===== src/rtl/core/chbd_pkg.sv =====
package chbd_pkg;

  localparam int BYTE_W = 8;
  localparam int CFG_W  = 32;

  localparam logic OP_HEADER = 1'b0;
  localparam logic OP_BIT    = 1'b1;

  typedef enum logic [1:0] {
    PH_COUNTS,
    PH_SYMBOLS,
    PH_DECODE
  } phase_t;

  typedef enum logic [1:0] {
    ERR_NONE,
    ERR_OVERFULL,
    ERR_TOO_LONG,
    ERR_PHASE
  } err_t;

  typedef struct packed {
    logic hit;
    logic last;
    logic table_ready;
    err_t err;
  } res_t;

endpackage


===== src/rtl/core/chbd_ram.sv =====
module chbd_ram #(
  parameter int WIDTH = 8,
  parameter int DEPTH = 256
) (
  input  logic                     clk,
  input  logic                     wr_en,
  input  logic [$clog2(DEPTH)-1:0] wr_addr,
  input  logic [WIDTH-1:0]         wr_data,
  input  logic                     rd_en,
  input  logic [$clog2(DEPTH)-1:0] rd_addr,
  output logic [WIDTH-1:0]         rd_data
);

  logic [WIDTH-1:0] mem [DEPTH];

  always_ff @(posedge clk) begin
    if (wr_en) begin
      mem[wr_addr] <= wr_data;
    end
    if (rd_en) begin
      rd_data <= mem[rd_addr];
    end
  end

endmodule


===== src/rtl/core/canonical_huffman_bit_decoder.sv =====
// Channel  Handshake             Payload
// in       in_valid / in_ready   in_operation, in_header_byte, in_code_bit
// out      out_valid / out_ready out_symbol, out_symbol_valid, out_last,
//                                out_table_ready, out_error_code
// cfg      cfg_valid / cfg_ready cfg_symbols_to_decode (always ready)
//
// One request per cycle unless out stalls; results register in s1_r, then out_r.
// The count RAM is read at the next walk length every cycle, the symbol RAM once per
// completed code; its registered read sets the two-stage result path.
// Reset is synchronous and clears only control state; both RAMs start unwritten.
// A stalled out channel fills the two result stages, then in_ready drops.
module canonical_huffman_bit_decoder #(
  parameter int MAX_CODE_LEN  = 32,
  parameter int ALPHABET_SIZE = 256
) (
  input  logic                       clk,
  input  logic                       rst_n,
  input  logic                       in_valid,
  output logic                       in_ready,
  input  logic                       in_operation,
  input  logic [chbd_pkg::BYTE_W-1:0] in_header_byte,
  input  logic                       in_code_bit,
  output logic                       out_valid,
  input  logic                       out_ready,
  output logic [chbd_pkg::BYTE_W-1:0] out_symbol,
  output logic                       out_symbol_valid,
  output logic                       out_last,
  output logic                       out_table_ready,
  output logic [1:0]                 out_error_code,
  input  logic                       cfg_valid,
  output logic                       cfg_ready,
  input  logic [chbd_pkg::CFG_W-1:0] cfg_symbols_to_decode
);

  import chbd_pkg::*;

  localparam int PW = MAX_CODE_LEN;
  localparam int LW = $clog2(MAX_CODE_LEN);
  localparam int ML = $clog2(MAX_CODE_LEN + 1);
  localparam int IW = $clog2(ALPHABET_SIZE);
  localparam int CW = $clog2(ALPHABET_SIZE + 1);
  localparam int DW = (PW > 9) ? PW : 9;
  localparam int EW = DW + 2;

  phase_t            phase_r, phase_nxt;
  logic [CW-1:0]     free_r, free_nxt;
  logic [CW-1:0]     expected_r, expected_nxt;
  logic [CW-1:0]     loaded_r, loaded_nxt;
  logic [ML-1:0]     max_len_r, max_len_nxt;
  logic [PW-1:0]     partial_r, partial_nxt;
  logic [PW-1:0]     first_r, first_nxt;
  logic [CW-1:0]     base_r, base_nxt;
  logic [LW-1:0]     cur_len_r, cur_len_nxt;
  logic [CFG_W-1:0]  dec_cnt_r, dec_cnt_nxt;
  logic [CFG_W-1:0]  sym_total_r;

  res_t              res_nxt, s1_r;
  logic              s1_v_r, out_v_r;
  logic              s1_move, in_fire;
  logic [BYTE_W-1:0] out_sym_r;
  res_t              out_r;

  logic              cnt_we;
  logic [LW-1:0]     cnt_waddr, cnt_raddr;
  logic [BYTE_W-1:0] cnt_rdata;
  logic              sym_we, sym_re;
  logic [IW-1:0]     sym_waddr, sym_raddr;
  logic [BYTE_W-1:0] sym_rdata;

  logic [PW-1:0]     partial_bit, code_off;
  logic [ML-1:0]     len_inc, len_c;
  logic              code_ge, hit;
  logic [DW-1:0]     off_d, cnt_d, idx_sum, base_sum;
  logic [DW:0]       fsum;
  logic [CFG_W-1:0]  dec_inc;
  logic [EW-1:0]     byte_e, free_e, nf_e, need_e;
  logic              over, too_long;
  logic [CW-1:0]     loaded_inc;

  assign in_fire  = in_valid && in_ready;
  assign s1_move  = s1_v_r && (!out_v_r || out_ready);
  assign in_ready = !s1_v_r || !out_v_r || out_ready;
  assign cfg_ready = 1'b1;

  assign partial_bit = {partial_r[PW-2:0], in_code_bit};
  assign len_inc     = ML'(cur_len_r) + ML'(1);
  assign code_ge     = partial_bit >= first_r;
  assign code_off    = partial_bit - first_r;
  assign off_d       = DW'(code_off);
  assign cnt_d       = DW'(cnt_rdata);
  assign hit         = code_ge && (off_d < cnt_d);
  assign idx_sum     = DW'(base_r) + off_d;
  assign fsum        = (DW + 1)'(first_r) + (DW + 1)'(cnt_rdata);
  assign base_sum    = DW'(base_r) + cnt_d;
  assign dec_inc     = dec_cnt_r + CFG_W'(1);

  assign byte_e   = EW'(in_header_byte);
  assign free_e   = EW'(free_r);
  assign over     = byte_e > free_e;
  assign nf_e     = (free_e - byte_e) << 1;
  assign len_c    = max_len_r + ML'(1);
  assign need_e   = EW'(expected_r) + byte_e + nf_e;
  assign too_long = (nf_e != '0) &&
                    ((len_c >= ML'(MAX_CODE_LEN)) || (need_e > EW'(ALPHABET_SIZE)));
  assign loaded_inc = loaded_r + CW'(1);

  always_comb begin
    phase_nxt    = phase_r;
    free_nxt     = free_r;
    expected_nxt = expected_r;
    loaded_nxt   = loaded_r;
    max_len_nxt  = max_len_r;
    partial_nxt  = partial_r;
    first_nxt    = first_r;
    base_nxt     = base_r;
    cur_len_nxt  = cur_len_r;
    dec_cnt_nxt  = dec_cnt_r;
    res_nxt      = '{hit: 1'b0, last: 1'b0, table_ready: 1'b0, err: ERR_NONE};
    cnt_we       = 1'b0;
    cnt_waddr    = max_len_r[LW-1:0];
    sym_we       = 1'b0;
    sym_waddr    = loaded_r[IW-1:0];
    sym_re       = 1'b0;
    sym_raddr    = idx_sum[IW-1:0];
    if (in_fire) begin
      unique case (phase_r)
        PH_COUNTS: begin
          if (in_operation != OP_HEADER) begin
            res_nxt.err = ERR_PHASE;
          end else if (over) begin
            res_nxt.err = ERR_OVERFULL;
          end else if (too_long) begin
            res_nxt.err = ERR_TOO_LONG;
          end else begin
            cnt_we       = 1'b1;
            expected_nxt = expected_r + CW'(in_header_byte);
            free_nxt     = nf_e[CW-1:0];
            max_len_nxt  = len_c;
            if (nf_e == '0) begin
              phase_nxt = PH_SYMBOLS;
            end
          end
        end
        PH_SYMBOLS: begin
          if (in_operation != OP_HEADER) begin
            res_nxt.err = ERR_PHASE;
          end else begin
            sym_we     = 1'b1;
            loaded_nxt = loaded_inc;
            if (loaded_inc >= expected_r) begin
              phase_nxt = PH_DECODE;
            end
          end
        end
        PH_DECODE: begin
          if (in_operation != OP_BIT) begin
            res_nxt.err = ERR_PHASE;
          end else if (hit) begin
            sym_re      = 1'b1;
            res_nxt.hit = 1'b1;
            partial_nxt = '0;
            first_nxt   = '0;
            base_nxt    = '0;
            cur_len_nxt = '0;
            if (dec_inc == sym_total_r) begin
              res_nxt.last = 1'b1;
              dec_cnt_nxt  = '0;
            end else begin
              dec_cnt_nxt = dec_inc;
            end
          end else if (len_inc >= max_len_r) begin
            res_nxt.err = ERR_TOO_LONG;
            partial_nxt = '0;
            first_nxt   = '0;
            base_nxt    = '0;
            cur_len_nxt = '0;
          end else begin
            partial_nxt = partial_bit;
            first_nxt   = {fsum[PW-2:0], 1'b0};
            base_nxt    = base_sum[CW-1:0];
            cur_len_nxt = len_inc[LW-1:0];
          end
        end
        default: begin
        end
      endcase
      res_nxt.table_ready = (phase_nxt == PH_DECODE);
    end
  end

  assign cnt_raddr = cur_len_nxt;

  chbd_ram #(
    .WIDTH(BYTE_W),
    .DEPTH(MAX_CODE_LEN)
  ) u_cnt_ram (
    .clk     (clk),
    .wr_en   (cnt_we),
    .wr_addr (cnt_waddr),
    .wr_data (in_header_byte),
    .rd_en   (1'b1),
    .rd_addr (cnt_raddr),
    .rd_data (cnt_rdata)
  );

  chbd_ram #(
    .WIDTH(BYTE_W),
    .DEPTH(ALPHABET_SIZE)
  ) u_sym_ram (
    .clk     (clk),
    .wr_en   (sym_we),
    .wr_addr (sym_waddr),
    .wr_data (in_header_byte),
    .rd_en   (sym_re),
    .rd_addr (sym_raddr),
    .rd_data (sym_rdata)
  );

  always_ff @(posedge clk) begin
    if (!rst_n) begin
      phase_r     <= PH_COUNTS;
      free_r      <= CW'(2);
      expected_r  <= '0;
      loaded_r    <= '0;
      max_len_r   <= '0;
      partial_r   <= '0;
      first_r     <= '0;
      base_r      <= '0;
      cur_len_r   <= '0;
      dec_cnt_r   <= '0;
      sym_total_r <= '0;
      s1_v_r      <= 1'b0;
      out_v_r     <= 1'b0;
    end else begin
      phase_r    <= phase_nxt;
      free_r     <= free_nxt;
      expected_r <= expected_nxt;
      loaded_r   <= loaded_nxt;
      max_len_r  <= max_len_nxt;
      partial_r  <= partial_nxt;
      first_r    <= first_nxt;
      base_r     <= base_nxt;
      cur_len_r  <= cur_len_nxt;
      dec_cnt_r  <= dec_cnt_nxt;
      if (cfg_valid && cfg_ready) begin
        sym_total_r <= cfg_symbols_to_decode;
      end
      if (in_fire) begin
        s1_v_r <= 1'b1;
      end else if (s1_move) begin
        s1_v_r <= 1'b0;
      end
      if (s1_move) begin
        out_v_r <= 1'b1;
      end else if (out_ready) begin
        out_v_r <= 1'b0;
      end
    end
  end

  always_ff @(posedge clk) begin
    if (in_fire) begin
      s1_r <= res_nxt;
    end
    if (s1_move) begin
      out_r     <= s1_r;
      out_sym_r <= s1_r.hit ? sym_rdata : '0;
    end
  end

  assign out_valid        = out_v_r;
  assign out_symbol       = out_sym_r;
  assign out_symbol_valid = out_r.hit;
  assign out_last         = out_r.last;
  assign out_table_ready  = out_r.table_ready;
  assign out_error_code   = out_r.err;

  a_sym_needs_table: assert property (@(posedge clk) disable iff (!rst_n)
    out_valid && out_symbol_valid |-> out_table_ready)
    else $error("symbol emitted before table complete");

  a_sym_no_error: assert property (@(posedge clk) disable iff (!rst_n)
    out_valid && (out_symbol_valid || out_last) |->
      out_symbol_valid && out_error_code == ERR_NONE)
    else $error("last without symbol or symbol with error");

  a_decode_full: assert property (@(posedge clk) disable iff (!rst_n)
    phase_r == PH_DECODE |-> free_r == '0 && max_len_r != '0)
    else $error("decode entered with incomplete code");

  a_walk_bound: assert property (@(posedge clk) disable iff (!rst_n)
    phase_r == PH_DECODE |-> ML'(cur_len_r) < max_len_r)
    else $error("walk length beyond longest code");

endmodule

===== config.mk =====
export PLATFORM = sky130hd
export DESIGN_NAME = canonical_huffman_bit_decoder
export DESIGN_NICKNAME = d
export VERILOG_FILES = /design/src/rtl/core/chbd_pkg.sv /design/src/rtl/core/chbd_ram.sv /design/src/rtl/core/canonical_huffman_bit_decoder.sv
export SDC_FILE = /design/constraint.sdc
export NUM_CORES = 2
export LEC_CHECK = 0
export BUFFER_PORTS_ARGS = -buffer_cell sky130_fd_sc_hd__buf_2
export CORE_MARGIN = 3
export CORE_UTILIZATION = 50
export DETAILED_ROUTE_END_ITERATION = 8
export PLACE_DENSITY_LB_ADDON = 0.15
export SETUP_SLACK_MARGIN = 0.02
export SYNTH_ARGS = -nofsm -noshare
export SYNTH_HDL_FRONTEND = slang
export SYNTH_SLANG_ARGS = --single-unit
export TNS_END_PERCENT = 50

===== constraint.sdc =====
create_clock -name clk -period 8.7 [get_ports clk]
set_input_delay 0.435 -clock clk [delete_from_list [all_inputs] [get_ports clk]]
set_output_delay 0.435 -clock clk [all_outputs]
set_load 0.1 [all_outputs]

## After elaboration in Yosys (flattened, before gate mapping)

Memory sizes are Yosys's and may differ from the RTL's. A register that Yosys moved wholly into a read port is not among the register bits.
Cells that the tools add are included.

- Multiplexer cells: 50
- Order comparisons: 7
- Bitwise logic cells: 3
- Reductions and logical operators: 21
- Add/sub/neg operators: 12
- Equality and inequality tests: 4

Operator list:

| cell | count |
|---|---|
| 2-to-1 mux 32 bit | 3 |
| 2-to-1 mux 31 bit | 2 |
| greater-than comparator 34 x 9 -> 1 bit, second input constant | 1 |
| zero test 34 bit | 1 |
| nonzero test 34 bit | 1 |
| adder 32 x 1 -> 32 bit, second input constant | 1 |
| == test 32 bit | 1 |
| greater-or-equal comparator 32 bit | 1 |
| less-than comparator 32 x 8 -> 1 bit | 1 |
| subtractor 32 bit | 1 |
| adder 31 x 8 -> 31 bit | 1 |
| 2-to-1 mux 2 bit | 15 |
| 2-to-1 mux 5 bit | 5 |
| 2-to-1 mux 1 bit | 21 |
| adder 9 x 8 -> 9 bit | 2 |
| 2-to-1 mux 9 bit | 2 |
| adder 11 x 11 -> 12 bit | 1 |
| adder 9 x 8 -> 10 bit | 1 |
| subtractor 9 x 8 -> 10 bit | 1 |
| adder 9 x 1 -> 9 bit, second input constant | 1 |
| greater-or-equal comparator 9 bit | 1 |
| greater-than comparator 8 x 9 -> 1 bit | 1 |
| AND reduction 3 bit | 3 |
| adder 8 bit | 1 |
| 17 further kinds | 28 |

- Word-level logic and storage cells: 121
- Input port bits: 47
- RAM bits: 2304
- Register bits after elaboration: 195
- Memories: 2
- Output and inout bits: 16

Memory list:

| memory | words | bits a word | rd ports | clocked after memory_dff | wr ports | RTL line | text |
|---|---|---|---|---|---|---|---|
| u_sym_ram.mem | 256 | 8 | 1 | 1 | 1 | chbd_ram.sv:14 | `logic [WIDTH-1:0] mem [DEPTH];` |
| u_cnt_ram.mem | 32 | 8 | 1 | 1 | 1 | chbd_ram.sv:14 |  |

## Longest topological paths before layout

- Word-level depth: 12
- Mapped depth: 25
- Gate-level depth less buffers: 22

## Cells and area by module

Synthesis repeated with hierarchy kept, for this count alone.

- Cell total of the unflattened synthesis: 5842
- Area, all modules: 103733.2 um^2

Modules (own cells, without submodules):

| module | instances | sequential area each (um^2) | cells an instance | area an instance (um^2) |
|---|---|---|---|---|
| chbd_ram at u_sym_ram | 1 | 61739.2 | 3733 | 79636.4 |
| canonical_huffman_bit_decoder | 1 | 4043.9 | 1692 | 13963.4 |
| chbd_ram at u_cnt_ram | 1 | 7927.6 | 417 | 10133.5 |

## Worst setup path after synthesis

Ideal clock, no wire load.

- Path kind: in2reg
- Start point: in in_header_byte[0] (netlist name)
- End point: mem u_cnt_ram.mem[0][0] (enable)
- Stages: 17
- Data arrival time: 4.495 ns
- Setup slack: 3.834 ns
- Path buffers: 1
- Setup time: 0.370 ns
- Data required time: 8.330 ns
- Cell sequence: ha_1 -> fa_1 -> xnor2_1 -> inv_1 -> ha_1 -> a21o_1 -> a21o_1 -> a21oi_1 -> maj3_1 -> o31ai_1 -> a31oi_1 -> xnor2_1 -> or4b_1 -> a21oi_4 -> buf_4 -> nand2_2 -> nor2_1

- Word-level cells in the longest chain between the ends: 12
- Elaborated cells on any way between the ends: 15
- Those cells by class: add/sub: 3; order compare: 2; mux: 7; reduce/logical: 3

RTL lines:

| what | RTL line | text |
|---|---|---|
| start, declared | canonical_huffman_bit_decoder.sv:21 | `input logic [chbd_pkg::BYTE_W-1:0] in_header_byte,` |
| adder 9 x 8 -> 10 bit or subtractor 9 x 8 -> 10 bit (tied branches) | canonical_huffman_bit_decoder.sv:102, canonical_huffman_bit_decoder.sv:100 |  |
| adder 11 x 11 -> 12 bit | canonical_huffman_bit_decoder.sv:102 | `assign need_e = EW'(expected_r) + byte_e + nf_e;` |
| greater-than comparator 34 x 9 -> 1 bit | canonical_huffman_bit_decoder.sv:104 | `((len_c >= ML'(MAX_CODE_LEN)) \|\| (need_e > EW'(ALPHABET_SIZE)));` |
| logical OR 1 bit | canonical_huffman_bit_decoder.sv:104 |  |
| logical AND 1 bit | canonical_huffman_bit_decoder.sv:103 | `assign too_long = (nf_e != '0) &&` |
| 2-to-1 mux 1 bit | canonical_huffman_bit_decoder.sv:132 | `end else if (too_long) begin` |
| 2-to-1 mux 1 bit * | canonical_huffman_bit_decoder.sv:130 | `end else if (over) begin` |
| 2-to-1 mux 1 bit * | canonical_huffman_bit_decoder.sv:128 | `if (in_operation != OP_HEADER) begin` |
| 2-to-1 mux 1 bit * | canonical_huffman_bit_decoder.sv:126 | `unique case (phase_r)` |
| 2-to-1 mux 1 bit * | canonical_huffman_bit_decoder.sv:125 | `if (in_fire) begin` |
| 2-to-1 mux 1 bit * | chbd_ram.sv:17 | `if (wr_en) begin` |
| 2-to-1 mux 1 bit (implied by the code) * | chbd_ram.sv:18 | `mem[wr_addr] <= wr_data;` |
| end, declared | chbd_ram.sv:14 |  |

Mark *: on every way between the ends. The rest lies on a longest branch, timed or not.

## Worst setup path in the final report

- Start point: reg partial_r[0]
- End point: reg dec_cnt_r[2]

- Word-level cells in the longest chain between the ends: 4
- Elaborated cells on any way between the ends: 5
- Those cells by class: add/sub: 1; order compare: 2; reduce/logical: 2

RTL lines:

| what | RTL line | text |
|---|---|---|
| start, declared | canonical_huffman_bit_decoder.sv:50 | `logic [PW-1:0] partial_r, partial_nxt;` |
| start signal, assigned | canonical_huffman_bit_decoder.sv:240 | `partial_r <= partial_nxt;` |
| subtractor 32 bit | canonical_huffman_bit_decoder.sv:88 | `assign code_off = partial_bit - first_r;` |
| less-than comparator 32 x 8 -> 1 bit | canonical_huffman_bit_decoder.sv:91 | `assign hit = code_ge && (off_d < cnt_d);` |
| logical AND 1 bit * | canonical_huffman_bit_decoder.sv:91 |  |
| AND reduction 4 bit (no source line) * | -- |  |
| end signal, assigned | canonical_huffman_bit_decoder.sv:244 | `dec_cnt_r <= dec_cnt_nxt;` |
| end, declared | canonical_huffman_bit_decoder.sv:54 | `logic [CFG_W-1:0] dec_cnt_r, dec_cnt_nxt;` |

Marks and branches as above.
A chain may end at the register's enable or synchronous reset.

==> flow_metrics.env <==
export IMPL_outcome="completed"
export IMPL_drtPass1Iterations=6
export IMPL_end_kind="flop"
export IMPL_die_area_um2=211100
export IMPL_yosys_cell_count_top_type="edfxtp_1"
export IMPL_vdd_ir_drop_max_v=0.0002437
export IMPL_netlist_instances=5517
export IMPL_coreArea_um2=203400
export IMPL_crit_fanout=29
export IMPL_grt_setup_unrepaired="no"
export IMPL_clk_pin_slew_ns=0.06
export IMPL_cts_tree="yes"
export IMPL_grtUsageTotal=0.2350
export IMPL_p_switching_mw=4.931
export IMPL_viasPerCell=6.161
export IMPL_fin_setup_tns_ns=0
export IMPL_clock_path_buffers=4
export IMPL_num_io_pins=63
export IMPL_drt_initial_drc_count=5473
export IMPL_syn_avg_cell_area_um2=18.63
export IMPL_die_h_um=459.4
export IMPL_critPathKind="reg2reg"
export IMPL_area_delta_synth_final_pct=11.75
export IMPL_cap_viol_max_count=0
export IMPL_start_util=0.5055
export IMPL_cts_sinks=2513
export IMPL_worstSkewPairLatency_ns=0.92
export IMPL_whs_ns=0.07120
export IMPL_async_flop_share=0
export IMPL_combPwrFrac=0.027
export IMPL_seqPwrFrac=0.535
export IMPL_crit_path_start_kind="flop"
export IMPL_nFillCells=15260
export IMPL_clkPwrFrac=0.438
export IMPL_synth_area_um2=102800
export IMPL_skew_ns=0.04667
export IMPL_die_w_um=459.4
export IMPL_critical_path_arrival_ns=7.82
export IMPL_cp_cell_sequence="inv_1 > ha_1 > fa_1 > and2b_1 > o2111ai_2 > a21boi_1 > nor2_1 > ha_1 > nor3_1 > o21ai_0 > a211oi_1 > nand4_1 > a2111oi_0 > nand4_1 > nor4_4 > nand2_2 > inv_2 > nand2b_1 > or3b_2 > a21boi_0"
export IMPL_rows=165
export IMPL_ys_flop_type="edfxtp_1"
export IMPL_htree_levels=5
export IMPL_grt_overflow_total=0
export IMPL_grt_pass1_wl_um=364700
export IMPL_ys_ff_latch=2513
export IMPL_routedWlPerCell_um=28.90
export IMPL_required_ns=9.50
export IMPL_route_detailed_drc=0
export IMPL_p_leak_nw=35.84
export IMPL_total_power_mw=24.70
export IMPL_finalCriticalPeriod_ns=7.018
export IMPL_cts_buffers=274
export IMPL_sw_frac_of_total=0.1997
export IMPL_setup_violations=0
export IMPL_synth_cell_types=91
export IMPL_clockRootBuffer="clkbuf_16"
export IMPL_critPathMaxStageDelay_ns=0.87
export IMPL_slowest_stage="nor4_4"
export IMPL_grt_pass1_vias=52800
export IMPL_utilization=0.5649
export IMPL_synth_common_cells="edfxtp_1, mux4_2, nor2_1"
export IMPL_yosys_warnings=0
export IMPL_drv_slew=0
export IMPL_tightest_slew_ns=1.284
export IMPL_io_buffer_count=61
export IMPL_fin_nets=5838
export IMPL_hpwl_um=148900
export IMPL_timing_final_crit_share=0.8067
export IMPL_dp_cells=8031
export IMPL_hold_viol_final=0
export IMPL_instances_no_fill=8539
export IMPL_p_int_mw=19.76
export IMPL_synth_edf_count=2330
export IMPL_drt_total_wl_um=246800
export IMPL_syn_nets=5679
export IMPL_ff2ff_setup_slack_ns=1.68
export IMPL_synth_top_cell_area_share=0.6807
export IMPL_cts_resized_gates=0
export IMPL_synth_area_leaders="edfxtp_1, mux4_2, dfxtp_1"
export IMPL_ys_seq_area_frac=0.7163
export IMPL_antenna_found_initial=9
export IMPL_worstHoldPathType="in2reg"
export IMPL_synth_area_leader_cell="edfxtp_1"
export IMPL_ant_nets=0
export IMPL_max_freq_ghz=0.1425
export IMPL_grt_max_degree=169
export IMPL_vias=52610
export IMPL_gp_congestion=0.8507
export IMPL_p_per_area_nw_per_um2=215.0
export IMPL_drive_above_1_share=0.2103
export IMPL_max_slew_margin_rel=0.1438
path summary, 6_finish.rpt:
path / from / endpoint / depth (start not counted)
setup / recovery: partial_r[0] / dec_cnt_r[2] / 20
hold / removal: in_header_byte[4] / u_sym_ram.mem[40][4] / 1
setup reg to reg: partial_r[0] / dec_cnt_r[2] / 20
hold reg to reg: dec_cnt_r[17] / dec_cnt_r[17] / 2
repair_timing:
| action | CTS | global route |
|---|---|---|
| hold endpoints to repair | 222 | 0 |
| setup buffers | 0 | 0 |
| hold buffers | 40 | 0 |
registers in the layout, indices dropped and copies added (netlist names), 9 cells and up:
register       cells
dec_cnt_r         32
expected_r         9
first_r           31
loaded_r           9
partial_r         31
sym_total_r       32
u_cnt_ram.mem    256
u_sym_ram.mem   2048
power groups by stage:
stage | combinational [mW] | clock [mW] | sequential, mW
2_1_floorplan | 0.321 | 0 | 13.5
3_3_place_gp | 0.656 | 0 | 13.5
3_5_place_dp | 0.668 | 0 | 13.5
4_1_cts | 0.682 | 11.0 | 13.2
5_1_grt | 0.720 | 11.5 | 13.2
6_report | 0.668 | 10.8 | 13.2
logic make-up after synthesis:
logic type | count (synthesis) | share of synthesized area
adder cells (fa/ha/maj) | 117 | 0.01472
multiplexers | 769 | 0.1567
flip-flops | 2513 | 0.7163
other | 1 | 0.00003648
XOR/XNOR | 147 | 0.01253
AO/OA/AOI/OAI | 521 | 0.03414
buffers and inverters | 403 | 0.01567
AND/OR/NAND/NOR | 1046 | 0.04991
final cells by class:
| type | count | area, um2 | area share |
|---|---|---|---|
| Sequential cell | 2513 | 73630 | 0.6410 |
| Antenna cell | 5 | 12.51 | 0.0001089 |
| Multi-Input combinational cell | 2601 | 27740 | 0.2415 |
| Clock buffer | 353 | 7352 | 0.06400 |
| Timing Repair Buffer | 185 | 1569 | 0.01366 |
| Inverter | 101 | 379.1 | 0.003300 |
| Tap cell | 2672 | 3343 | 0.02910 |
| Clock inverter | 109 | 845.8 | 0.007363 |
critical path, delay by kind of cell (launching register included):
kind	cells	cell delay (ns)
compound gates	6	1.44
buf+inv	2	0.74
flops	1	0.35
simple gates	9	3.54
fa+ha+maj	3	0.81
routing by layer:
metal	vias up	global-route usage	wire length (um)
li1	22580	-	-
met3	330	0.04487	18200
met1	27840	0.3497	107200
met4	0	0.05168	4693
met2	1858	0.3651	116600
met5	-	0	0
per-stage QoR:
step | cell area, um2 | setup slack, ns
2_1_floorplan | 102800 | 3.834
3_3_place_gp | 106200 | 1.717
3_5_place_dp | 106200 | 1.623
4_1_cts | 114800 | 1.748
5_1_grt | 114900 | 1.160
6_report | 114900 | 1.682
cells in the final DEF, fill, tap and decap left out, drive strengths merged, types with 7 or more instances in the layout:
cell	n
or3	23
nor4	31
clkbuf	353
mux2i	97
nand4	32
clkinv	87
o31ai	9
o211ai	7
inv	106
a21boi	29
o21ai	85
edfxtp	2330
a22oi	125
nand2	187
dlygate4sd3	40
a21oi	125
a21o	32
dfxtp	183
nor3b	7
and2	41
a211oi	19
and3	10
nor2	355
nand3	116
a31oi	8
or3b	7
nor3	38
o22ai	17
bufinv	13
o21a	13
buf	145
fa	7
nand2b	14
nor2b	158
xor2	31
o21bai	16
mux4	672
ha	108
xnor2	116
(Power assumes the default switching activity.)
